--- src/rtl/core/tprt_pkg.sv ---
`default_nettype none

package tprt_pkg;

    // Function codes of an input item.
    localparam logic [1:0] FUNC_ENQUEUE = 2'd0;
    localparam logic [1:0] FUNC_TICK    = 2'd1;
    localparam logic [1:0] FUNC_CLEAR   = 2'd2;

    // Kind codes of a result item.
    localparam logic [1:0] KIND_REPLY   = 2'd0;
    localparam logic [1:0] KIND_DELIVER = 2'd1;
    localparam logic [1:0] KIND_ACK     = 2'd2;

    // Configuration register indexes.
    localparam logic CFG_REALTIME_ENABLE = 1'b0;
    localparam logic CFG_SPEED_FACTOR    = 1'b1;

    localparam int unsigned TIME_W  = 40;
    localparam int unsigned SPEED_W = 15;
    localparam int unsigned OCC_W   = 7;

    localparam logic [TIME_W-1:0]  TIME_MAX    = {TIME_W{1'b1}};
    localparam logic [SPEED_W-1:0] SPEED_MIN   = 15'd13;
    localparam logic [SPEED_W-1:0] SPEED_MAX   = 15'd16384;
    localparam logic [SPEED_W-1:0] SPEED_RESET = 15'd256;

    // The scaled delay is a 40-bit dividend retired two quotient bits per cycle.
    localparam int unsigned DIV_BITS_PER_CYCLE = 2;
    localparam int unsigned DIV_STEPS          = TIME_W / DIV_BITS_PER_CYCLE;
    localparam int unsigned DIV_CNT_W          = $clog2(DIV_STEPS);

    typedef struct packed {
        logic [TIME_W-1:0] release_time;
        logic [7:0]        receiver;
        logic [15:0]       handle;
        logic [11:0]       length;
    } t_slot;

    localparam int unsigned SLOT_DATA_W = $bits(t_slot);

    typedef enum logic [6:0] {
        S_IDLE     = 7'b0000001,
        S_DIV      = 7'b0000010,
        S_ENQ      = 7'b0000100,
        S_SCAN     = 7'b0001000,
        S_EMIT_RD  = 7'b0010000,
        S_EMIT_OUT = 7'b0100000,
        S_REPLY    = 7'b1000000
    } t_state;

endpackage

`default_nettype wire

--- src/rtl/core/tprt_ram.sv ---
`default_nettype none

module tprt_ram #(
    parameter int unsigned WIDTH = 8,
    parameter int unsigned DEPTH = 16,
    localparam int unsigned ADDR_W = (DEPTH > 1) ? $clog2(DEPTH) : 1
) (
    input  wire logic              i_clk,
    input  wire logic              i_we,
    input  wire logic [ADDR_W-1:0] i_waddr,
    input  wire logic [WIDTH-1:0]  i_wdata,
    input  wire logic              i_re,
    input  wire logic [ADDR_W-1:0] i_raddr,
    output logic      [WIDTH-1:0]  o_rdata
);

    logic [WIDTH-1:0] r_mem [DEPTH];

    always_ff @(posedge i_clk) begin
        if (i_we) begin
            r_mem[i_waddr] <= i_wdata;
        end
        if (i_re) begin
            o_rdata <= r_mem[i_raddr];
        end
    end

endmodule

`default_nettype wire

--- src/rtl/core/timed_packet_release_table_core.sv ---
// Timed packet release table.
// Input channel (i_in_valid / o_in_ready) carries one command per transfer:
// enqueue a packet, tick the clock, or clear the table. Output channel
// (o_out_valid / i_out_ready) returns result items; the final one of a command
// has o_last set, and every result reports the occupancy after it.
// Configuration is a plain write port (i_cfg_we, i_cfg_idx, i_cfg_data): index 0
// enables enqueueing, index 1 sets the speed factor in units of 1/256.
// One command is handled at a time; o_in_ready is high only while idle.
// Slot contents live in one RAM with a registered read.
// Enqueue: a radix-4 divider scales the delay, then the slot is written and the
// reply follows. Rejected enqueue, clear and unknown codes go straight to the
// reply. Tick: a pipelined RAM scan, then for each released slot a RAM read and
// then an output load, or one acknowledge.
// The output register holds a result until it is taken; while the receiver
// stalls, the sequencer waits before loading the next result and nothing is lost.
// Reset (synchronous, active low) empties the table, disables enqueueing and
// sets the speed factor to 256. No clearing pass is needed after reset.
`default_nettype none

module timed_packet_release_table_core #(
    parameter int unsigned SLOTS       = 16,
    parameter int unsigned PAYLOAD_MAX = 2048
) (
    input  wire logic        i_clk,
    input  wire logic        i_rst_n,

    input  wire logic        i_cfg_we,
    input  wire logic        i_cfg_idx,
    input  wire logic [14:0] i_cfg_data,

    input  wire logic        i_in_valid,
    output logic             o_in_ready,
    input  wire logic [1:0]  i_func,
    input  wire logic [39:0] i_now_us,
    input  wire logic signed [31:0] i_delay_us,
    input  wire logic [7:0]  i_receiver_id,
    input  wire logic [15:0] i_packet_handle,
    input  wire logic [11:0] i_length,

    output logic             o_out_valid,
    input  wire logic        i_out_ready,
    output logic [1:0]       o_kind,
    output logic             o_accepted,
    output logic [7:0]       o_out_receiver,
    output logic [15:0]      o_out_handle,
    output logic [11:0]      o_out_length,
    output logic [6:0]       o_occupancy,
    output logic             o_last
);

    localparam int unsigned SLOT_W = (SLOTS > 1) ? $clog2(SLOTS) : 1;
    localparam int unsigned CNT_W  = $clog2(SLOTS + 1);
    localparam int unsigned TW     = tprt_pkg::TIME_W;
    localparam int unsigned SW     = tprt_pkg::SPEED_W;

    // Control state.
    tprt_pkg::t_state r_state, n_state;
    logic              r_rt_en, n_rt_en;
    logic [SW-1:0]     r_speed, n_speed;
    logic [SLOTS-1:0]  r_active, n_active;
    logic [SLOTS-1:0]  r_due, n_due;
    logic [CNT_W-1:0]  r_count, n_count;
    logic              r_out_valid, n_out_valid;
    logic              r_issue, n_issue;
    logic              r_rd_vld, n_rd_vld;

    // Datapath registers.
    logic [TW-1:0]     r_now, n_now;
    logic [7:0]        r_rcv, n_rcv;
    logic [15:0]       r_hnd, n_hnd;
    logic [11:0]       r_len, n_len;
    logic [SW-1:0]     r_div, n_div;
    logic [SW-1:0]     r_rem, n_rem;
    logic [TW-1:0]     r_dq, n_dq;
    logic [tprt_pkg::DIV_CNT_W-1:0] r_div_cnt, n_div_cnt;
    logic [SLOT_W-1:0] r_scan_idx, n_scan_idx;
    logic [SLOT_W-1:0] r_rd_idx, n_rd_idx;
    logic [SLOT_W-1:0] r_emit_idx, n_emit_idx;
    logic [1:0]        r_rep_kind, n_rep_kind;
    logic              r_rep_acc, n_rep_acc;
    logic [1:0]        r_o_kind, n_o_kind;
    logic              r_o_acc, n_o_acc;
    logic [7:0]        r_o_rcv, n_o_rcv;
    logic [15:0]       r_o_hnd, n_o_hnd;
    logic [11:0]       r_o_len, n_o_len;
    logic [CNT_W-1:0]  r_o_occ, n_o_occ;
    logic              r_o_last, n_o_last;

    // RAM port signals.
    logic                 w_we, w_re;
    logic [SLOT_W-1:0]    w_waddr, w_raddr;
    tprt_pkg::t_slot      w_wslot, w_rslot;
    logic [tprt_pkg::SLOT_DATA_W-1:0] w_rdata;

    logic              w_out_free;
    logic [SLOT_W-1:0] w_free_idx, w_due_idx;
    logic [SW-1:0]     w_div_rem;
    logic [TW-1:0]     w_div_dq;
    logic [TW:0]       w_rel_sum;
    logic [TW-1:0]     w_rel;
    logic [SW-1:0]     w_speed_clamped;
    logic              w_len_ok;

    tprt_ram #(
        .WIDTH (tprt_pkg::SLOT_DATA_W),
        .DEPTH (SLOTS)
    ) u_slot_ram (
        .i_clk   (i_clk),
        .i_we    (w_we),
        .i_waddr (w_waddr),
        .i_wdata (w_wslot),
        .i_re    (w_re),
        .i_raddr (w_raddr),
        .o_rdata (w_rdata)
    );

    assign w_rslot = tprt_pkg::t_slot'(w_rdata);

    // Lowest free slot and lowest due slot.
    always_comb begin
        w_free_idx = '0;
        w_due_idx  = '0;
        for (int i = SLOTS - 1; i >= 0; i--) begin
            if (!r_active[i]) begin
                w_free_idx = SLOT_W'(i);
            end
            if (r_due[i]) begin
                w_due_idx = SLOT_W'(i);
            end
        end
    end

    // Two restoring division steps per cycle.
    always_comb begin
        logic [SW:0] t;
        logic [SW-1:0] rem;
        logic [TW-1:0] dq;
        rem = r_rem;
        dq  = r_dq;
        for (int k = 0; k < int'(tprt_pkg::DIV_BITS_PER_CYCLE); k++) begin
            t  = {rem, dq[TW-1]};
            dq = {dq[TW-2:0], 1'b0};
            if (t >= {1'b0, r_div}) begin
                rem   = SW'(t - {1'b0, r_div});
                dq[0] = 1'b1;
            end else begin
                rem = t[SW-1:0];
            end
        end
        w_div_rem = rem;
        w_div_dq  = dq;
    end

    // After the last step r_dq holds the quotient; a carry out means saturation.
    assign w_rel_sum = {1'b0, r_now} + {1'b0, r_dq};
    assign w_rel     = w_rel_sum[TW] ? tprt_pkg::TIME_MAX : w_rel_sum[TW-1:0];

    always_comb begin
        if (r_speed < tprt_pkg::SPEED_MIN) begin
            w_speed_clamped = tprt_pkg::SPEED_MIN;
        end else if (r_speed > tprt_pkg::SPEED_MAX) begin
            w_speed_clamped = tprt_pkg::SPEED_MAX;
        end else begin
            w_speed_clamped = r_speed;
        end
    end

    assign w_len_ok   = (i_length != 12'd0) && (i_length <= 12'(PAYLOAD_MAX));
    assign w_out_free = !r_out_valid || i_out_ready;

    assign w_wslot.release_time = w_rel;
    assign w_wslot.receiver     = r_rcv;
    assign w_wslot.handle       = r_hnd;
    assign w_wslot.length       = r_len;
    assign w_waddr              = w_free_idx;

    always_comb begin
        n_state     = r_state;
        n_rt_en     = r_rt_en;
        n_speed     = r_speed;
        n_active    = r_active;
        n_due       = r_due;
        n_count     = r_count;
        n_out_valid = r_out_valid;
        n_issue     = r_issue;
        n_rd_vld    = 1'b0;
        n_now       = r_now;
        n_rcv       = r_rcv;
        n_hnd       = r_hnd;
        n_len       = r_len;
        n_div       = r_div;
        n_rem       = r_rem;
        n_dq        = r_dq;
        n_div_cnt   = r_div_cnt;
        n_scan_idx  = r_scan_idx;
        n_rd_idx    = r_rd_idx;
        n_emit_idx  = r_emit_idx;
        n_rep_kind  = r_rep_kind;
        n_rep_acc   = r_rep_acc;
        n_o_kind    = r_o_kind;
        n_o_acc     = r_o_acc;
        n_o_rcv     = r_o_rcv;
        n_o_hnd     = r_o_hnd;
        n_o_len     = r_o_len;
        n_o_occ     = r_o_occ;
        n_o_last    = r_o_last;
        w_we        = 1'b0;
        w_re        = 1'b0;
        w_raddr     = r_scan_idx;

        if (i_out_ready) begin
            n_out_valid = 1'b0;
        end

        if (i_cfg_we) begin
            unique case (i_cfg_idx)
                tprt_pkg::CFG_REALTIME_ENABLE: n_rt_en = i_cfg_data[0];
                tprt_pkg::CFG_SPEED_FACTOR:    n_speed = i_cfg_data;
                default:                       n_speed = r_speed;
            endcase
        end

        unique case (r_state)
            tprt_pkg::S_IDLE: begin
                if (i_in_valid) begin
                    n_now = i_now_us;
                    n_rcv = i_receiver_id;
                    n_hnd = i_packet_handle;
                    n_len = i_length;
                    n_rep_kind = tprt_pkg::KIND_ACK;
                    n_rep_acc  = 1'b0;
                    priority if (i_func == tprt_pkg::FUNC_ENQUEUE) begin
                        n_rep_kind = tprt_pkg::KIND_REPLY;
                        if (r_rt_en && w_len_ok && (r_count != CNT_W'(SLOTS))) begin
                            n_div     = w_speed_clamped;
                            n_rem     = '0;
                            // Negative delays count as zero; the dividend is delay * 256.
                            n_dq      = i_delay_us[31] ? '0 : {1'b0, i_delay_us[30:0], 8'd0};
                            n_div_cnt = '0;
                            n_state   = tprt_pkg::S_DIV;
                        end else begin
                            n_state = tprt_pkg::S_REPLY;
                        end
                    end else if (i_func == tprt_pkg::FUNC_TICK) begin
                        n_due      = '0;
                        n_issue    = 1'b1;
                        n_scan_idx = '0;
                        n_state    = tprt_pkg::S_SCAN;
                    end else if (i_func == tprt_pkg::FUNC_CLEAR) begin
                        n_active = '0;
                        n_count  = '0;
                        n_state  = tprt_pkg::S_REPLY;
                    end else begin
                        n_state = tprt_pkg::S_REPLY;
                    end
                end
            end

            tprt_pkg::S_DIV: begin
                n_rem     = w_div_rem;
                n_dq      = w_div_dq;
                n_div_cnt = r_div_cnt + 1'b1;
                if (r_div_cnt == tprt_pkg::DIV_CNT_W'(tprt_pkg::DIV_STEPS - 1)) begin
                    n_state = tprt_pkg::S_ENQ;
                end
            end

            tprt_pkg::S_ENQ: begin
                w_we                 = 1'b1;
                n_active[w_free_idx] = 1'b1;
                n_count              = r_count + 1'b1;
                n_rep_acc            = 1'b1;
                n_state              = tprt_pkg::S_REPLY;
            end

            tprt_pkg::S_SCAN: begin
                // Reads are issued back to back; each compare lands in the cycle after its read.
                if (r_issue) begin
                    w_re     = 1'b1;
                    w_raddr  = r_scan_idx;
                    n_rd_vld = 1'b1;
                    n_rd_idx = r_scan_idx;
                    if (r_scan_idx == SLOT_W'(SLOTS - 1)) begin
                        n_issue = 1'b0;
                    end else begin
                        n_scan_idx = r_scan_idx + 1'b1;
                    end
                end
                if (r_rd_vld) begin
                    n_due[r_rd_idx] = r_active[r_rd_idx] && (w_rslot.release_time <= r_now);
                    if (r_rd_idx == SLOT_W'(SLOTS - 1)) begin
                        n_state = (n_due == '0) ? tprt_pkg::S_REPLY : tprt_pkg::S_EMIT_RD;
                    end
                end
            end

            tprt_pkg::S_EMIT_RD: begin
                w_re       = 1'b1;
                w_raddr    = w_due_idx;
                n_emit_idx = w_due_idx;
                n_state    = tprt_pkg::S_EMIT_OUT;
            end

            tprt_pkg::S_EMIT_OUT: begin
                if (w_out_free) begin
                    n_due[r_emit_idx]    = 1'b0;
                    n_active[r_emit_idx] = 1'b0;
                    n_count     = r_count - 1'b1;
                    n_out_valid = 1'b1;
                    n_o_kind    = tprt_pkg::KIND_DELIVER;
                    n_o_acc     = 1'b0;
                    n_o_rcv     = w_rslot.receiver;
                    n_o_hnd     = w_rslot.handle;
                    n_o_len     = w_rslot.length;
                    n_o_occ     = r_count - 1'b1;
                    n_o_last    = (n_due == '0);
                    n_state     = (n_due == '0) ? tprt_pkg::S_IDLE : tprt_pkg::S_EMIT_RD;
                end
            end

            tprt_pkg::S_REPLY: begin
                if (w_out_free) begin
                    n_out_valid = 1'b1;
                    n_o_kind    = r_rep_kind;
                    n_o_acc     = r_rep_acc;
                    n_o_rcv     = '0;
                    n_o_hnd     = '0;
                    n_o_len     = '0;
                    n_o_occ     = r_count;
                    n_o_last    = 1'b1;
                    n_state     = tprt_pkg::S_IDLE;
                end
            end

            default: begin
                n_state = tprt_pkg::S_IDLE;
            end
        endcase
    end

    always_ff @(posedge i_clk) begin
        if (!i_rst_n) begin
            r_state     <= tprt_pkg::S_IDLE;
            r_rt_en     <= 1'b0;
            r_speed     <= tprt_pkg::SPEED_RESET;
            r_active    <= '0;
            r_due       <= '0;
            r_count     <= '0;
            r_out_valid <= 1'b0;
            r_issue     <= 1'b0;
            r_rd_vld    <= 1'b0;
        end else begin
            r_state     <= n_state;
            r_rt_en     <= n_rt_en;
            r_speed     <= n_speed;
            r_active    <= n_active;
            r_due       <= n_due;
            r_count     <= n_count;
            r_out_valid <= n_out_valid;
            r_issue     <= n_issue;
            r_rd_vld    <= n_rd_vld;
        end
    end

    always_ff @(posedge i_clk) begin
        r_now      <= n_now;
        r_rcv      <= n_rcv;
        r_hnd      <= n_hnd;
        r_len      <= n_len;
        r_div      <= n_div;
        r_rem      <= n_rem;
        r_dq       <= n_dq;
        r_div_cnt  <= n_div_cnt;
        r_scan_idx <= n_scan_idx;
        r_rd_idx   <= n_rd_idx;
        r_emit_idx <= n_emit_idx;
        r_rep_kind <= n_rep_kind;
        r_rep_acc  <= n_rep_acc;
        r_o_kind   <= n_o_kind;
        r_o_acc    <= n_o_acc;
        r_o_rcv    <= n_o_rcv;
        r_o_hnd    <= n_o_hnd;
        r_o_len    <= n_o_len;
        r_o_occ    <= n_o_occ;
        r_o_last   <= n_o_last;
    end

    assign o_in_ready     = (r_state == tprt_pkg::S_IDLE);
    assign o_out_valid    = r_out_valid;
    assign o_kind         = r_o_kind;
    assign o_accepted     = r_o_acc;
    assign o_out_receiver = r_o_rcv;
    assign o_out_handle   = r_o_hnd;
    assign o_out_length   = r_o_len;
    assign o_occupancy    = tprt_pkg::OCC_W'(r_o_occ);
    assign o_last         = r_o_last;

`ifndef SYNTHESIS
    a_count_matches_active: assert property (@(posedge i_clk) disable iff (!i_rst_n)
        $countones(r_active) == int'(r_count))
        else $error("occupancy count disagrees with active slot bits");

    a_due_subset_active: assert property (@(posedge i_clk) disable iff (!i_rst_n)
        (r_state == tprt_pkg::S_EMIT_RD || r_state == tprt_pkg::S_EMIT_OUT)
        |-> ((r_due & ~r_active) == '0))
        else $error("a due slot is not active");

    a_emit_slot_due: assert property (@(posedge i_clk) disable iff (!i_rst_n)
        (r_state == tprt_pkg::S_EMIT_OUT) |-> (r_due[r_emit_idx] && r_active[r_emit_idx]))
        else $error("delivering a slot that is not due");

    a_div_rem_bound: assert property (@(posedge i_clk) disable iff (!i_rst_n)
        (r_state == tprt_pkg::S_DIV) |-> (r_rem < r_div))
        else $error("divider remainder out of range");

    a_enq_grows: assert property (@(posedge i_clk) disable iff (!i_rst_n)
        (r_state == tprt_pkg::S_ENQ) |=> (r_count == $past(r_count) + 1'b1))
        else $error("enqueue write did not take a slot");
`endif

endmodule

`default_nettype wire
--- config.mk ---
export PLATFORM = sky130hd
export DESIGN_NAME = timed_packet_release_table_core
export DESIGN_NICKNAME = d
export VERILOG_FILES = /design/src/rtl/core/tprt_pkg.sv /design/src/rtl/core/tprt_ram.sv /design/src/rtl/core/timed_packet_release_table_core.sv
export SDC_FILE = /design/constraint.sdc
export NUM_CORES = 2
export LEC_CHECK = 0
export ABC_AREA = 1
export BUFFER_PORTS_ARGS = -buffer_cell sky130_fd_sc_hd__buf_2
export CORE_MARGIN = 5
export CORE_UTILIZATION = 57
export DETAILED_ROUTE_END_ITERATION = 12
export PLACE_DENSITY = 0.77
export SLEW_MARGIN = 20
export SYNTH_ARGS = -nofsm -noshare
export SYNTH_HDL_FRONTEND = slang
export SYNTH_HIERARCHICAL = 1
export SYNTH_SLANG_ARGS = --single-unit
export TNS_END_PERCENT = 10
--- constraint.sdc ---
create_clock -name i_clk -period 7.8 [get_ports i_clk]
set_input_delay 1.95 -clock i_clk [delete_from_list [all_inputs] [get_ports i_clk]]
set_output_delay 1.95 -clock i_clk [all_outputs]
set_load 0.05 [all_outputs]
==> results.md <==
- Count of flip-flops with a built-in enable after synthesis: 1502
- First-pass detailed-route iteration total: 6
- Worst min-delay path class: reg -> reg
- Post-Route WL: 181 mm
- Post-CTS setup buffers: 0
- Mean Syn Cell Area: 10.1 µm²
- Area Overhead vs Synth: 10.0%
- Final Hold Viols: 0
- Crit end category: flop
- Proportion of netlist area held by the largest area contributor: 63.5%
- Die W: 363 µm
- Via count of the first global-routing pass: 48700
- Biggest area contributors in the synthesized netlist: sky130_fd_sc_hd__edfxtp_1 (64%), sky130_fd_sc_hd__nand2_1 (11%), sky130_fd_sc_hd__nand3_1 (7.2%)
- Total routing usage reported by global routing: 27.0%
- Number of setup violations in the final report: 0
- Post-detailed-placement half-perimeter wirelength: 97.3 mm
- Die H: 363 µm
- Latest clock arrival within the worst-skew pair: 800 ps
- Vias after detailed routing: 50200
- Nets: 7397
- CTS Buf Count: 161
- Share of async-settable or async-resettable flops after synthesis: 0%
- VDD IR max: 0.000362 V
- Total Die Area: 132000 µm²
- TritonCTS clock tree: built
- Vias per cell: 5.63
- Number of maximum-capacitance violations: 0
- Pin count of the biggest net entering global routing: 197
- Mapped Area: 71000 µm²
- 1st-iter DRT viols: 6011
- Number of I/O pins: 180
- Final Critical Period: 5340 ps
- Routability cong.: 0.899
- Number of cells on the worst reg-to-reg path: 14
- Root buf cell: sky130_fd_sc_hd__clkbuf_16
- Clock skew: 34.7 ps
- Critical Path AT: 5880 ps
- Count of different cell masters after synthesis: 61
- Layout filler cell count: 9389
- Kind of critical path: reg -> reg
- Remaining DRCs: 0
- Worst Max-Slew Pin Slew: 1200 ps
- Worst setup slack for register-to-register paths: 2460 ps
- Wire per inst: 20.3 µm
- Commonest cells post-synth: sky130_fd_sc_hd__nand2_1 (2005), sky130_fd_sc_hd__edfxtp_1 (1502), sky130_fd_sc_hd__inv_1 (1205)
- Leakage dissipation: 32.9 nW
- Hold Crit Depth: 2
- Fmax: 187 MHz
- PwrDens: 324 nW/µm²
- Slew margin rel.: 20.1%
- Most repeated cell in the gate-level netlist after synthesis: sky130_fd_sc_hd__nand2_1
- Wire length of the first global-routing pass: 274 mm
- YS warnings: 6
- Cells after Synth: 7054
- Setup crit start kind: flop
- Worst-path fanout max: 83
- Cell row count: 129
- Required time worst endpoint: 8340 ps
- Worst hold start: r_speed[1]$_SDFFE_PN0P_
- Final-report max-slew violation count: 0
- H-tree level count: 4
- Total Negative Setup Slacks: 0 ps
- Cells resized by post-CTS repair: 0
- Final critical-path share of the clock period: 68.4%
- RR Endpoint: u_slot_ram/o_rdata[14]$_DFFE_PP_
- Unrepaired setup endpoints after global routing: false
- Hold path endpoint: r_speed[1]$_SDFFE_PN0P_
- Result of the run: finished, final reports clean
- Clock buffer depth: 3
- Reg-to-reg critical path startpoint: r_state[0]$_SDFFE_PN1P_
- Sequential area share after synthesis: 65.3%
- Placeable core region: 124000 µm²
- Top cell type by total area after synthesis: sky130_fd_sc_hd__edfxtp_1
- Post-detailed-route count of antenna-violating nets: 0
- Antenna violations before repair: 2
- Smallest hold slack: 472 ps
- Number of synthesized register bits: 1565
- Dominant synthesized flop cell: sky130_fd_sc_hd__edfxtp_1
- Proportion of layout cells with a drive suffix above 1: 7.42%
- Initial Util: 57.4%
- Quantity of I/O buffers inserted on ports: 177
- Hold_buf cts: 0
- Total number of clock tree sinks: 1565
- Post-CTS clock slew at the launch and capture registers of the worst setup and hold paths: 60 ps
- Global-route congestion overflow total: 0
==> logic make-up after synthesis <==
group	after synthesis	synth area share [%]
and+or+nand+nor	3390	20.1
DFF	1565	65.3
buffers and inverters	1526	8.61
AOI/OAI and AO/OA	403	3.26
adders and majority gates	118	2.11
xor gates and xnor gates	51	0.629
other	1	0.00528
==> metrics by stage <==
step                instance area, µm²  worst slack, ps  power, mW  cells  utilization, %
global route                     78100             2180       26.5   8906            63.1
floorplan                        71000              287       16.0   7055               -
CTS                              78100             2560       25.3   8906            63.1
detailed placement               73200             2660       18.0   8622            59.1
finish                           78100             2460       25.3   8908            63.1
global placement                 73200             2830       17.8   8622            59.1
==> registers in the layout, summed over array words and instances, names as in the netlist, 5 cells and up <==
register / count
u_slot_ram/r_mem: 1216
u_slot_ram/o_rdata: 76
r_dq: 40
r_now: 40
o_out_handle: 16
r_active: 16
r_due: 16
r_hnd: 16
r_div: 15
r_rem: 15
r_speed: 15
o_out_length: 12
r_len: 12
o_out_receiver: 8
r_rcv: 8
r_state: 7
r_count: 5
r_div_cnt: 5
r_o_occ: 5
==> how the worst max path moves through the flow <==
| stage | endpoint | cells after the start | from | slack (ps) |
|---|---|---|---|---|
| after floorplan | r_div_cnt[0]$_SDFFCE_PN0P_ | 8 | i_length[1] | 290 |
| after global placement | r_rem[14]$_SDFFCE_PN0P_ | 27 | r_dq[39]$_SDFFCE_PN0P_ | 2830 |
| after detailed placement | u_slot_ram/o_rdata[19]$_DFFE_PP_ | 14 | r_state[0]$_SDFFE_PN1P_ | 2660 |
| after CTS | u_slot_ram/o_rdata[19]$_DFFE_PP_ | 14 | r_state[0]$_SDFFE_PN1P_ | 2560 |
| after global routing | r_rem[13]$_SDFFCE_PN0P_ | 28 | r_dq[39]$_SDFFCE_PN0P_ | 2180 |
| final | u_slot_ram/o_rdata[14]$_DFFE_PP_ | 14 | r_state[0]$_SDFFE_PN1P_ | 2460 |
==> worst max-delay path, cell delays in order, from the launching register on <==
cell and delay (ps):
sky130_fd_sc_hd__dfxtp_1 330, sky130_fd_sc_hd__nor2_1 190, sky130_fd_sc_hd__inv_1 90, sky130_fd_sc_hd__nor2_1 240, sky130_fd_sc_hd__nand4_1 570, sky130_fd_sc_hd__inv_1 500, sky130_fd_sc_hd__nand2_1 150, sky130_fd_sc_hd__nand2_4 700
sky130_fd_sc_hd__buf_4 770, sky130_fd_sc_hd__buf_4 820, sky130_fd_sc_hd__nand2_1 150, sky130_fd_sc_hd__nand3_1 120, sky130_fd_sc_hd__nand3_1 90, sky130_fd_sc_hd__nand3_1 140, sky130_fd_sc_hd__nand2_1 80
==> cell usage in the layout (no fill, tap or decap), types with 40 or more instances in the layout <==
cell                        instances
sky130_fd_sc_hd__a21oi_1          136
sky130_fd_sc_hd__dfxtp_1           63
sky130_fd_sc_hd__nand3_1         1017
sky130_fd_sc_hd__ha_1             115
sky130_fd_sc_hd__nor2_1           237
sky130_fd_sc_hd__inv_1           1203
sky130_fd_sc_hd__edfxtp_1        1502
sky130_fd_sc_hd__clkbuf_16        163
sky130_fd_sc_hd__nand2_1         2002
sky130_fd_sc_hd__o21ai_0          142
sky130_fd_sc_hd__buf_4             58
sky130_fd_sc_hd__clkbuf_1          40
sky130_fd_sc_hd__buf_2            177
==> routing by layer <==
layer  share of wire [%]  wire, µm  global-route usage [%]  vias to the layer above
li1                    -         -                       -                    23300
met1                  39     70500                    36.2                    23700
met2                  47     85600                    44.6                     2677
met3                 9.9     18000                    4.41                      479
met4                 3.9      7010                    10.9                        0
met5                   0         0                       0                        -
==> final cells by class <==
cell class	instances	area, µm²	area share, %
multi-input combinational	3964	18700	24.0
clock buffer	205	4260	5.45
inverter	1215	4580	5.87
clock inverter	79	663	0.849
antenna	2	5.00	0.00641
tap	1637	2050	2.62
timing repair buffer	241	1440	1.85
sequential	1565	46400	59.4
==> power breakdown <==
group	internal [mW]	total [mW]	switching, mW
sequential	10.4	10.7	0.330
clock	4.12	7.28	3.16
combinational	1.95	7.32	5.37
No activity file was read; power rests on OpenSTA's default activity.
